File: src/hdl/note_sequence_triangle_synth_core_defines.svh
// Assertion macros shared by the tone sample generator RTL.
`ifndef NOTE_SEQUENCE_TRIANGLE_SYNTH_CORE_DEFINES_SVH
`define NOTE_SEQUENCE_TRIANGLE_SYNTH_CORE_DEFINES_SVH

// Checks a condition that must hold in the same cycle as its trigger.
`define NSTS_ASSERT_NOW(label, ante, cons) \
  label: assert property (@(posedge clk) disable iff (rst) (ante) |-> (cons)) \
    else $error("nsts: same-cycle check failed");

// Checks a condition that must hold in the cycle after its trigger.
`define NSTS_ASSERT_NEXT(label, ante, cons) \
  label: assert property (@(posedge clk) disable iff (rst) (ante) |=> (cons)) \
    else $error("nsts: next-cycle check failed");

`endif

File: src/hdl/nsts_pkg.sv
// Constants, tables and helper functions of the tone sample generator.
package nsts_pkg;

  // Note table geometry.
  localparam int NOTE_SLOTS = 16;
  localparam int SLOT_W     = (NOTE_SLOTS > 1) ? $clog2(NOTE_SLOTS) : 1;
  localparam int FREQ_W     = 16;
  localparam int SAMPLE_W   = 15;

  // Item kinds.
  localparam logic ACT_GENERATE = 1'b0;
  localparam logic ACT_WRITE    = 1'b1;

  // Waveform constants.
  localparam int NOTE_LEN   = 8000;
  localparam int PHASE_SPAN = 32000;
  localparam int QUARTER    = 8000;
  localparam int HALF       = 16000;
  localparam int THREE_Q    = 24000;
  localparam int PEAK       = 9000;
  localparam int ENV_FULL   = 256;
  localparam int REL_START  = NOTE_LEN - 257;

  // Reciprocal of 125 for frame / 8000 = (frame >> 6) / 125, exact for 26-bit inputs.
  localparam logic [26:0] RECIP_NOTE_M  = 27'd68719477;
  localparam int          RECIP_NOTE_SH = 33;
  // Reciprocal of 125 for x / 32000 = (x >> 8) / 125, exact for 21-bit inputs.
  localparam logic [21:0] RECIP_PHASE_M  = 22'd2147484;
  localparam int          RECIP_PHASE_SH = 28;

  // Result queue behind the pipeline.
  localparam int FIFO_DEPTH = 8;
  localparam int FIFO_AW    = 3;

  localparam logic [15:0] RESET_TUNE [16] = '{
    16'd262, 16'd330, 16'd392, 16'd523,
    16'd440, 16'd349, 16'd392, 16'd294,
    16'd330, 16'd494, 16'd392, 16'd262,
    16'd294, 16'd349, 16'd440, 16'd0
  };

  // Frequency a slot holds after reset.
  function automatic logic [FREQ_W-1:0] reset_freq(input logic [8:0] idx);
    logic [FREQ_W-1:0] f;
    f = '0;
    if (idx < 9'd16) begin
      f = RESET_TUNE[idx[3:0]];
    end
    return f;
  endfunction

endpackage

File: src/hdl/nsts_ram.sv
// Generic single-port-write, single-port-read RAM with registered read data.
module nsts_ram #(
  parameter int WIDTH = 16,
  parameter int DEPTH = 16,
  localparam int ADDR_W = (DEPTH > 1) ? $clog2(DEPTH) : 1
) (
  input  logic              clk,
  input  logic              wr_en,
  input  logic [ADDR_W-1:0] wr_addr,
  input  logic [WIDTH-1:0]  wr_data,
  input  logic [ADDR_W-1:0] rd_addr,
  output logic [WIDTH-1:0]  rd_data
);

  logic [WIDTH-1:0] mem [DEPTH];

  // Read returns the old contents when the same entry is written in that cycle.
  always_ff @(posedge clk) begin
    if (wr_en) begin
      mem[wr_addr] <= wr_data;
    end
    rd_data <= mem[rd_addr];
  end

endmodule

File: src/hdl/note_sequence_triangle_synth_core.sv
// Top level of the tone sequencer sample generator.
//
// Usage: the input channel (in_valid/in_ready) carries one item per handshake.
// An item with action set to generate brings an absolute frame number and yields
// exactly one signed triangle sample on the output channel (out_valid/out_ready).
// An item with action set to write stores note_frequency in note table slot
// note_slot and yields nothing. Results leave in the order their items came in.
// A sample passes through pipeline stages A to F and then the result queue before
// it is presented on out_valid. Throughput: one item per cycle while credit remains,
// sustained by a six-stage pipeline around the note table memory, whose single read
// port is used once per generate item.
// Up to eight generate items may be outstanding; a result queue of eight entries
// sits behind the pipeline, so when the receiver stalls the block keeps taking
// items until that credit runs out and then drops in_ready. in_ready never
// depends combinationally on out_ready.
// Reset (rst, synchronous) empties the pipeline and the queue and returns every
// note table slot to its power-on tune; the block is ready in the first cycle
// after reset.
module note_sequence_triangle_synth_core (
  input  logic                                  clk,
  input  logic                                  rst,
  input  logic                                  in_valid,
  output logic                                  in_ready,
  input  logic                                  action,
  input  logic [31:0]                           frame_number,
  input  logic [3:0]                            note_slot,
  input  logic [nsts_pkg::FREQ_W-1:0]           note_frequency,
  output logic                                  out_valid,
  input  logic                                  out_ready,
  output logic signed [nsts_pkg::SAMPLE_W-1:0]  sample_value
);

`include "note_sequence_triangle_synth_core_defines.svh"

  // Handshake decode.
  logic in_acc;
  logic gen_acc;
  logic wr_acc;
  logic pop;

  // Credit count: generate items accepted whose results are not yet taken.
  logic [3:0] cnt;

  // Stage A: frame divided by the note length.
  logic [52:0] q_prod;
  logic        a_valid;
  logic [31:0] a_frame;
  logic [19:0] a_q;

  // Stage B: position in note, table read in flight.
  logic [31:0]                      pos_full;
  logic [19:0]                      slot_mod;
  logic [nsts_pkg::SLOT_W-1:0]      rd_addr;
  logic [nsts_pkg::FREQ_W-1:0]      ram_rd;
  logic                             b_valid;
  logic [12:0]                      b_pos;
  logic [nsts_pkg::SLOT_W-1:0]      b_slot;
  logic                             b_written;

  // Note table write side and slot valid bits.
  logic [8:0]                       wr_slot_wide;
  logic                             ram_we;
  logic [nsts_pkg::NOTE_SLOTS-1:0]  slot_vld;

  // Stage C: frequency times position, envelope.
  logic [nsts_pkg::FREQ_W-1:0] freq;
  logic [8:0]                  env;
  logic                        c_valid;
  logic [28:0]                 c_prod;
  logic [8:0]                  c_env;
  logic                        c_zero;

  // Stage D: quotient of the product by the phase span.
  logic [42:0] ph_prod;
  logic        d_valid;
  logic [28:0] d_prod;
  logic [14:0] d_q2;
  logic [8:0]  d_env;
  logic        d_zero;

  // Stage E: phase and triangle value.
  logic [28:0]        ph_full;
  logic [14:0]        phase;
  logic [12:0]        seg_x;
  logic               rising;
  logic [16:0]        rise_w;
  logic [14:0]        rise;
  logic signed [15:0] tri_w;
  logic               e_valid;
  logic signed [14:0] e_tri;
  logic [8:0]         e_env;
  logic               e_zero;

  // Stage F: enveloped product.
  logic               f_valid;
  logic signed [24:0] f_mult;
  logic               f_zero;

  // Final scaling and result queue.
  logic signed [24:0]                   adj;
  logic signed [24:0]                   scaled;
  logic signed [nsts_pkg::SAMPLE_W-1:0] result;
  logic [nsts_pkg::SAMPLE_W-1:0]        fifo_mem [nsts_pkg::FIFO_DEPTH];
  logic [nsts_pkg::FIFO_AW-1:0]         wr_ptr;
  logic [nsts_pkg::FIFO_AW-1:0]         rd_ptr;
  logic [3:0]                           fifo_cnt;

  // The credit limit equals the queue depth, so the queue can never overflow
  // even when every pipeline stage holds an item.
  assign in_ready = (cnt < 4'(nsts_pkg::FIFO_DEPTH));
  assign in_acc   = in_valid && in_ready;
  assign gen_acc  = in_acc && (action == nsts_pkg::ACT_GENERATE);
  assign wr_acc   = in_acc && (action == nsts_pkg::ACT_WRITE);
  assign pop      = out_valid && out_ready;

  always_ff @(posedge clk) begin
    if (rst) begin
      cnt <= '0;
    end else begin
      cnt <= cnt + 4'(gen_acc) - 4'(pop);
    end
  end

  // Stage A: frame / 8000 as (frame >> 6) times a reciprocal of 125.
  assign q_prod = 53'(frame_number[31:6]) * 53'(nsts_pkg::RECIP_NOTE_M);

  always_ff @(posedge clk) begin
    if (rst) begin
      a_valid <= 1'b0;
    end else begin
      a_valid <= gen_acc;
    end
    a_frame <= frame_number;
    a_q     <= q_prod[nsts_pkg::RECIP_NOTE_SH +: 20];
  end

  // Stage B: remainder gives the position, the quotient picks the slot.
  assign pos_full = a_frame - (32'(a_q) * 32'(nsts_pkg::NOTE_LEN));
  assign slot_mod = a_q % 20'(nsts_pkg::NOTE_SLOTS);
  assign rd_addr  = slot_mod[nsts_pkg::SLOT_W-1:0];

  // Writes land in the RAM at their accept edge. The RAM reads old data on a
  // same-entry collision, which is exactly the order of the items: a write
  // accepted at the read edge of an earlier generate item comes after it.
  assign wr_slot_wide = 9'(note_slot);
  assign ram_we       = wr_acc && (wr_slot_wide < 9'(nsts_pkg::NOTE_SLOTS));

  nsts_ram #(
    .WIDTH (nsts_pkg::FREQ_W),
    .DEPTH (nsts_pkg::NOTE_SLOTS)
  ) u_note_table (
    .clk     (clk),
    .wr_en   (ram_we),
    .wr_addr (wr_slot_wide[nsts_pkg::SLOT_W-1:0]),
    .wr_data (note_frequency),
    .rd_addr (rd_addr),
    .rd_data (ram_rd)
  );

  // A slot never written since reset reads as its power-on tune value.
  always_ff @(posedge clk) begin
    if (rst) begin
      slot_vld <= '0;
    end else if (ram_we) begin
      slot_vld[wr_slot_wide[nsts_pkg::SLOT_W-1:0]] <= 1'b1;
    end
  end

  always_ff @(posedge clk) begin
    if (rst) begin
      b_valid <= 1'b0;
    end else begin
      b_valid <= a_valid;
    end
    b_pos     <= pos_full[12:0];
    b_slot    <= rd_addr;
    b_written <= slot_vld[rd_addr];
  end

  // Stage C: frequency lookup, phase product and envelope.
  assign freq = b_written ? ram_rd : nsts_pkg::reset_freq(9'(b_slot));

  always_comb begin
    priority if (b_pos < 13'(nsts_pkg::ENV_FULL)) begin
      env = b_pos[8:0];
    end else if (b_pos > 13'(nsts_pkg::REL_START)) begin
      env = 9'(13'(nsts_pkg::NOTE_LEN - 1) - b_pos);
    end else begin
      env = 9'(nsts_pkg::ENV_FULL);
    end
  end

  always_ff @(posedge clk) begin
    if (rst) begin
      c_valid <= 1'b0;
    end else begin
      c_valid <= b_valid;
    end
    c_prod <= 29'(b_pos) * 29'(freq);
    c_env  <= env;
    c_zero <= (freq == '0);
  end

  // Stage D: product / 32000 as (product >> 8) times a reciprocal of 125.
  assign ph_prod = 43'(c_prod[28:8]) * 43'(nsts_pkg::RECIP_PHASE_M);

  always_ff @(posedge clk) begin
    if (rst) begin
      d_valid <= 1'b0;
    end else begin
      d_valid <= c_valid;
    end
    d_prod <= c_prod;
    d_q2   <= ph_prod[nsts_pkg::RECIP_PHASE_SH +: 15];
    d_env  <= c_env;
    d_zero <= c_zero;
  end

  // Stage E: phase within the span, then the triangle. Slope 18000/8000 is 9/4.
  assign ph_full = d_prod - (29'(d_q2) * 29'(nsts_pkg::PHASE_SPAN));
  assign phase   = ph_full[14:0];

  always_comb begin
    priority if (phase < 15'(nsts_pkg::QUARTER)) begin
      seg_x  = phase[12:0];
      rising = 1'b1;
    end else if (phase < 15'(nsts_pkg::HALF)) begin
      seg_x  = 13'(phase - 15'(nsts_pkg::QUARTER));
      rising = 1'b0;
    end else if (phase < 15'(nsts_pkg::THREE_Q)) begin
      seg_x  = 13'(phase - 15'(nsts_pkg::HALF));
      rising = 1'b1;
    end else begin
      seg_x  = 13'(phase - 15'(nsts_pkg::THREE_Q));
      rising = 1'b0;
    end
  end

  assign rise_w = 17'(seg_x) * 17'd9;
  assign rise   = rise_w[16:2];
  assign tri_w  = rising ? ($signed({1'b0, rise}) - 16'(nsts_pkg::PEAK))
                         : (16'(nsts_pkg::PEAK) - $signed({1'b0, rise}));

  always_ff @(posedge clk) begin
    if (rst) begin
      e_valid <= 1'b0;
    end else begin
      e_valid <= d_valid;
    end
    e_tri  <= tri_w[14:0];
    e_env  <= d_env;
    e_zero <= d_zero;
  end

  // Stage F: apply the envelope.
  always_ff @(posedge clk) begin
    if (rst) begin
      f_valid <= 1'b0;
    end else begin
      f_valid <= e_valid;
    end
    f_mult <= 25'(e_tri) * $signed({16'b0, e_env});
    f_zero <= e_zero;
  end

  // Divide by 256 rounding toward zero: bias negative values before the shift.
  assign adj    = f_mult + ((f_mult < 0) ? 25'sd255 : 25'sd0);
  assign scaled = adj >>> 8;
  assign result = f_zero ? '0 : scaled[nsts_pkg::SAMPLE_W-1:0];

  // Result queue.
  always_ff @(posedge clk) begin
    if (f_valid) begin
      fifo_mem[wr_ptr] <= result;
    end
  end

  always_ff @(posedge clk) begin
    if (rst) begin
      wr_ptr   <= '0;
      rd_ptr   <= '0;
      fifo_cnt <= '0;
    end else begin
      if (f_valid) begin
        wr_ptr <= wr_ptr + 1'b1;
      end
      if (pop) begin
        rd_ptr <= rd_ptr + 1'b1;
      end
      fifo_cnt <= fifo_cnt + 4'(f_valid) - 4'(pop);
    end
  end

  assign out_valid    = (fifo_cnt != '0);
  assign sample_value = fifo_mem[rd_ptr];

  // The credit count bounds everything queued behind the pipeline.
  `NSTS_ASSERT_NOW(a_credit_bound, 1'b1, cnt <= 4'(nsts_pkg::FIFO_DEPTH))
  `NSTS_ASSERT_NOW(a_queue_within_credit, 1'b1, fifo_cnt <= cnt)
  // A write item never enters the sample pipeline.
  `NSTS_ASSERT_NEXT(a_write_no_sample, wr_acc, !a_valid)
  // A taken result with no new generate item releases exactly one credit.
  `NSTS_ASSERT_NEXT(a_credit_release, pop && !gen_acc, cnt == 4'($past(cnt) - 4'd1))

endmodule

File: config.mk
export PLATFORM = sky130hd
export DESIGN_NAME = note_sequence_triangle_synth_core
export DESIGN_NICKNAME = d
export VERILOG_FILES = /design/src/hdl/nsts_pkg.sv /design/src/hdl/nsts_ram.sv /design/src/hdl/note_sequence_triangle_synth_core.sv
export VERILOG_INCLUDE_DIRS = /design/src /design/src/hdl
export SDC_FILE = /design/constraint.sdc
export NUM_CORES = 2
export LEC_CHECK = 0
export BUFFER_PORTS_ARGS = -buffer_cell sky130_fd_sc_hd__buf_2
export CAP_MARGIN = 20
export CORE_ASPECT_RATIO = 1.25
export CORE_MARGIN = 3
export CORE_UTILIZATION = 60
export CTS_BUF_LIST = sky130_fd_sc_hd__clkbuf_4 sky130_fd_sc_hd__clkbuf_8
export DETAILED_ROUTE_END_ITERATION = 10
export GPL_TIMING_DRIVEN = 0
export HOLD_SLACK_MARGIN = 0.06
export PLACE_DENSITY = 0.74
export SLEW_MARGIN = 20
export SYNTH_ARGS = -nofsm -noshare
export SYNTH_HDL_FRONTEND = slang
export SYNTH_HIERARCHICAL = 1
export SYNTH_SLANG_ARGS = --single-unit
export TNS_END_PERCENT = 10
File: constraint.sdc
create_clock -name clk -period 16.6 [get_ports clk]
set_input_delay 1.66 -clock clk [delete_from_list [all_inputs] [get_ports clk]]
set_output_delay 1.66 -clock clk [all_outputs]
set_load 0.01 [all_outputs]
==> results.json <==
{
  "root_buffer": "clkbuf_8",
  "fmax_ghz": 0.120,
  "cts_setup_buffers": 0,
  "synth_top_cell_by_area": "fa_1",
  "postCtsHoldBufs": 0,
  "start_util_pct": 60.9,
  "crit_arrival_ns": 8.96,
  "critical_path_class": "reg2reg",
  "drc": 0,
  "portBuffers": 72,
  "clkSinkCount": 590,
  "synth_cell_type_count": 70,
  "synth-edff-count": 376,
  "yosysMostFrequentCell": "inv_1",
  "tightest_slew_ns": 1.00,
  "firstDrtPassIters": 8,
  "fin_nets": 5395,
  "r2r_cells": 32,
  "synth_area_um2": 47300,
  "grt_max_degree": 17,
  "cp.required_ns": 17.20,
  "critical_path.startpoint_type": "flip-flop",
  "rsz0062_at_grt": "no",
  "synth_top_area_share_pct": 24.1,
  "grt.total_usage_pct": 25.5,
  "crit_path_max_fanout": 10,
  "fp.dieH_um": 320,
  "yosysWarningCount": 6,
  "fin_crit_ns": 8.36,
  "async_flop_share_pct": 0,
  "cp_common_cell": "ha_1",
  "tritoncts": "yes",
  "area_growth_pct": 8.45,
  "finalSetupTns_ns": 0,
  "ys_seq_elements": 590,
  "fin_skew_ns": 0.0420,
  "cts_max_level": 3,
  "wl_um": 99800,
  "synth_nets": 5200,
  "status": "finished, final reports clean",
  "setup_violations": 0,
  "slew_headroom_pct": 32.6,
  "row_count": 114,
  "synth_area_leaders": "fa_1 (24%), edfxtp_1 (24%), ha_1 (15%)",
  "clockBufferDepth": 3,
  "cp-end-kind": "flip-flop",
  "numCtsBuffers": 93,
  "drt_iter0_markers": 1633,
  "grt_pass1_vias": 31800,
  "syn_area_per_cell_um2": 11.8,
  "clk_pin_slew_worst_paths_ns": 0.07,
  "post_cts_resized": 0,
  "maxSlewViolCount": 0,
  "cpPeakStageDelay_ns": 0.63,
  "drive_above_1_share_pct": 9.62,
  "rr_endpoint": "e_tri[14]",
  "fp.dieW_um": 257,
  "hpwl_um": 78800,
  "dieArea_um2": 82300,
  "synth_common_cells": "inv_1 (846), ha_1 (573), fa_1 (571), edfxtp_1 (376), nand2_1 (259)",
  "grt_pass1_wl_um": 165000,
  "antenna_found_initial": 3,
  "cap_violations": 0,
  "ys.flop_type": "edfxtp_1",
  "gr-total-overflow": 0,
  "clock_latency_ns": 0.71,
  "hp-start": "d_env[7]",
  "place_congestion": 0.903,
  "final_hold_viol_count": 0,
  "worst_path_max_delay_cell": "nor2_1",
  "ant_nets": 0,
  "ios": 74,
  "vias": 29000,
  "coreArea_um2": 77700,
  "finalHoldWorstSlack_ns": 0.307,
  "netlist_instances": 3999,
  "hp-class": "reg2reg",
  "min_period_over_period_pct": 50.4,
  "wl_per_cell_um": 18.8,
  "viasPerCell": 5.46,
  "hold_depth": 0,
  "rrSetupSlack_ns": 8.24,
  "ys_seq_area_share_pct": 32.9,
  "min_to": "e_env[7]",
  "r2r_start": "d_q2[0]"
}
[cell type report]
type | instances | area [um2]
Antenna cell | 3 | 7.51
Buffer | 96 | 413
Fill cell | 5831 | 26400
Tap cell | 1044 | 1310
Clock buffer | 136 | 1650
Multi-Input combinational cell | 2467 | 28300
Timing Repair Buffer | 100 | 672
Clock inverter | 37 | 283
Sequential cell | 590 | 15600
Inverter | 846 | 3180
[routing by layer]
layer | wire length (um) | GRT usage (%) | share of wire (%) | vias to the layer above
met4 | 3790 | 9.45 | 3.8 | 2
met5 | 13 | 0 | 0.013 | -
li1 | - | - | - | 13400
met1 | 37600 | 29.8 | 38 | 14600
met3 | 4630 | 4.08 | 4.6 | 237
met2 | 53800 | 47.0 | 54 | 753
[registers in the layout, summed over array words and instances (netlist names), 3 cells and up, named ones only]
signal,cells
d_env,9
b_pos,13
u_note_table/mem,256
d_q2,7
c_prod,29
cnt,4
fifo_cnt,4
slot_vld,16
b_slot,4
c_env,9
a_q,7
e_tri,15
a_frame,13
fifo_mem,120
d_prod,15
e_env,9
rd_ptr,3
u_note_table/rd_data,16
wr_ptr,3
f_mult,24
[critical path: cells and delay by family, from the launching register on]
| kind | cells | cell delay, ns |
|---|---|---|
| adder cells (fa/ha/maj) | 8 | 2.85 |
| AND/OR/NAND/NOR | 5 | 1.83 |
| AO/OA/AOI/OAI | 10 | 1.80 |
| buffers and inverters | 5 | 0.73 |
| XOR/XNOR | 4 | 0.61 |
| flip-flops | 1 | 0.43 |
[cells in the final DEF (no fill, tap or decap), drive strengths merged, types with 4 or more instances in the layout]
| cell type | Yosys | final |
|---|---|---|
| inv | 846 | 853 |
| ha | 573 | 573 |
| fa | 571 | 571 |
| edfxtp | 376 | 376 |
| nand2 | 259 | 259 |
| dfxtp | 214 | 214 |
| clkbuf | 75 | 211 |
| and2 | 135 | 135 |
| nor2 | 129 | 129 |
| buf | 21 | 121 |
| xnor2 | 108 | 108 |
| mux4 | 99 | 99 |
| a21oi | 93 | 93 |
| xor2 | 55 | 55 |
| a21o | 48 | 48 |
| nor2b | 47 | 47 |
| o21ai | 47 | 47 |
| and3 | 40 | 40 |
| a22oi | 32 | 32 |
| nor3 | 30 | 30 |
| clkinv | 0 | 25 |
| nand2b | 23 | 23 |
| nand3 | 17 | 17 |
| o21a | 16 | 16 |
| mux2 | 16 | 16 |
| a31oi | 12 | 12 |
| nand4 | 12 | 12 |
| o31ai | 10 | 10 |
| mux2i | 9 | 9 |
| a211oi | 9 | 9 |
| o21bai | 7 | 7 |
| a311oi | 6 | 6 |
| or2 | 4 | 4 |
[stage by stage]
stage | instances | setup slack [ns] | util (%) | cell area (um2)
floorplan | 3999 | 8.71 | - | 47300
global placement | 5115 | 7.59 | 63.0 | 49000
detailed placement | 5143 | 7.62 | 63.6 | 49400
CTS | 5316 | 8.14 | 66.0 | 51300
global route | 5317 | 7.61 | 66.0 | 51300
finish | 5319 | 8.24 | 66.1 | 51300
[how the worst max path moves through the flow]
stage / start / endpoint / slack, ns / cells past startpoint
after CTS: d_q2[0] / e_tri[14] / 8.14 / 32
after detailed placement: frame_number[26] / a_q[6] / 7.62 / 25
after global routing: d_q2[0] / e_tri[14] / 7.61 / 32
after global placement: frame_number[26] / a_q[6] / 7.59 / 25
final: d_q2[0] / e_tri[14] / 8.24 / 32
after floorplan: frame_number[26] / a_q[6] / 8.71 / 24
[cells by family (layout without fill, tap and decap cells)]
logic type | after synthesis | count (layout) | share of synthesized area (%)
and+or+nand+nor | 717 | 717 | 7.37
muxes | 124 | 124 | 5.36
buffers and inverters | 942 | 1215 | 7.58
AOI/OAI and AO/OA | 318 | 318 | 4.41
xor gates and xnor gates | 164 | 164 | 3.10
other | 0 | 3 | 0
DFF | 590 | 590 | 32.9
adders and majority gates | 1144 | 1144 | 39.3
Power is not shown: default switching activity piles up to over one toggle a cycle in this logic, so the estimate is an artifact.
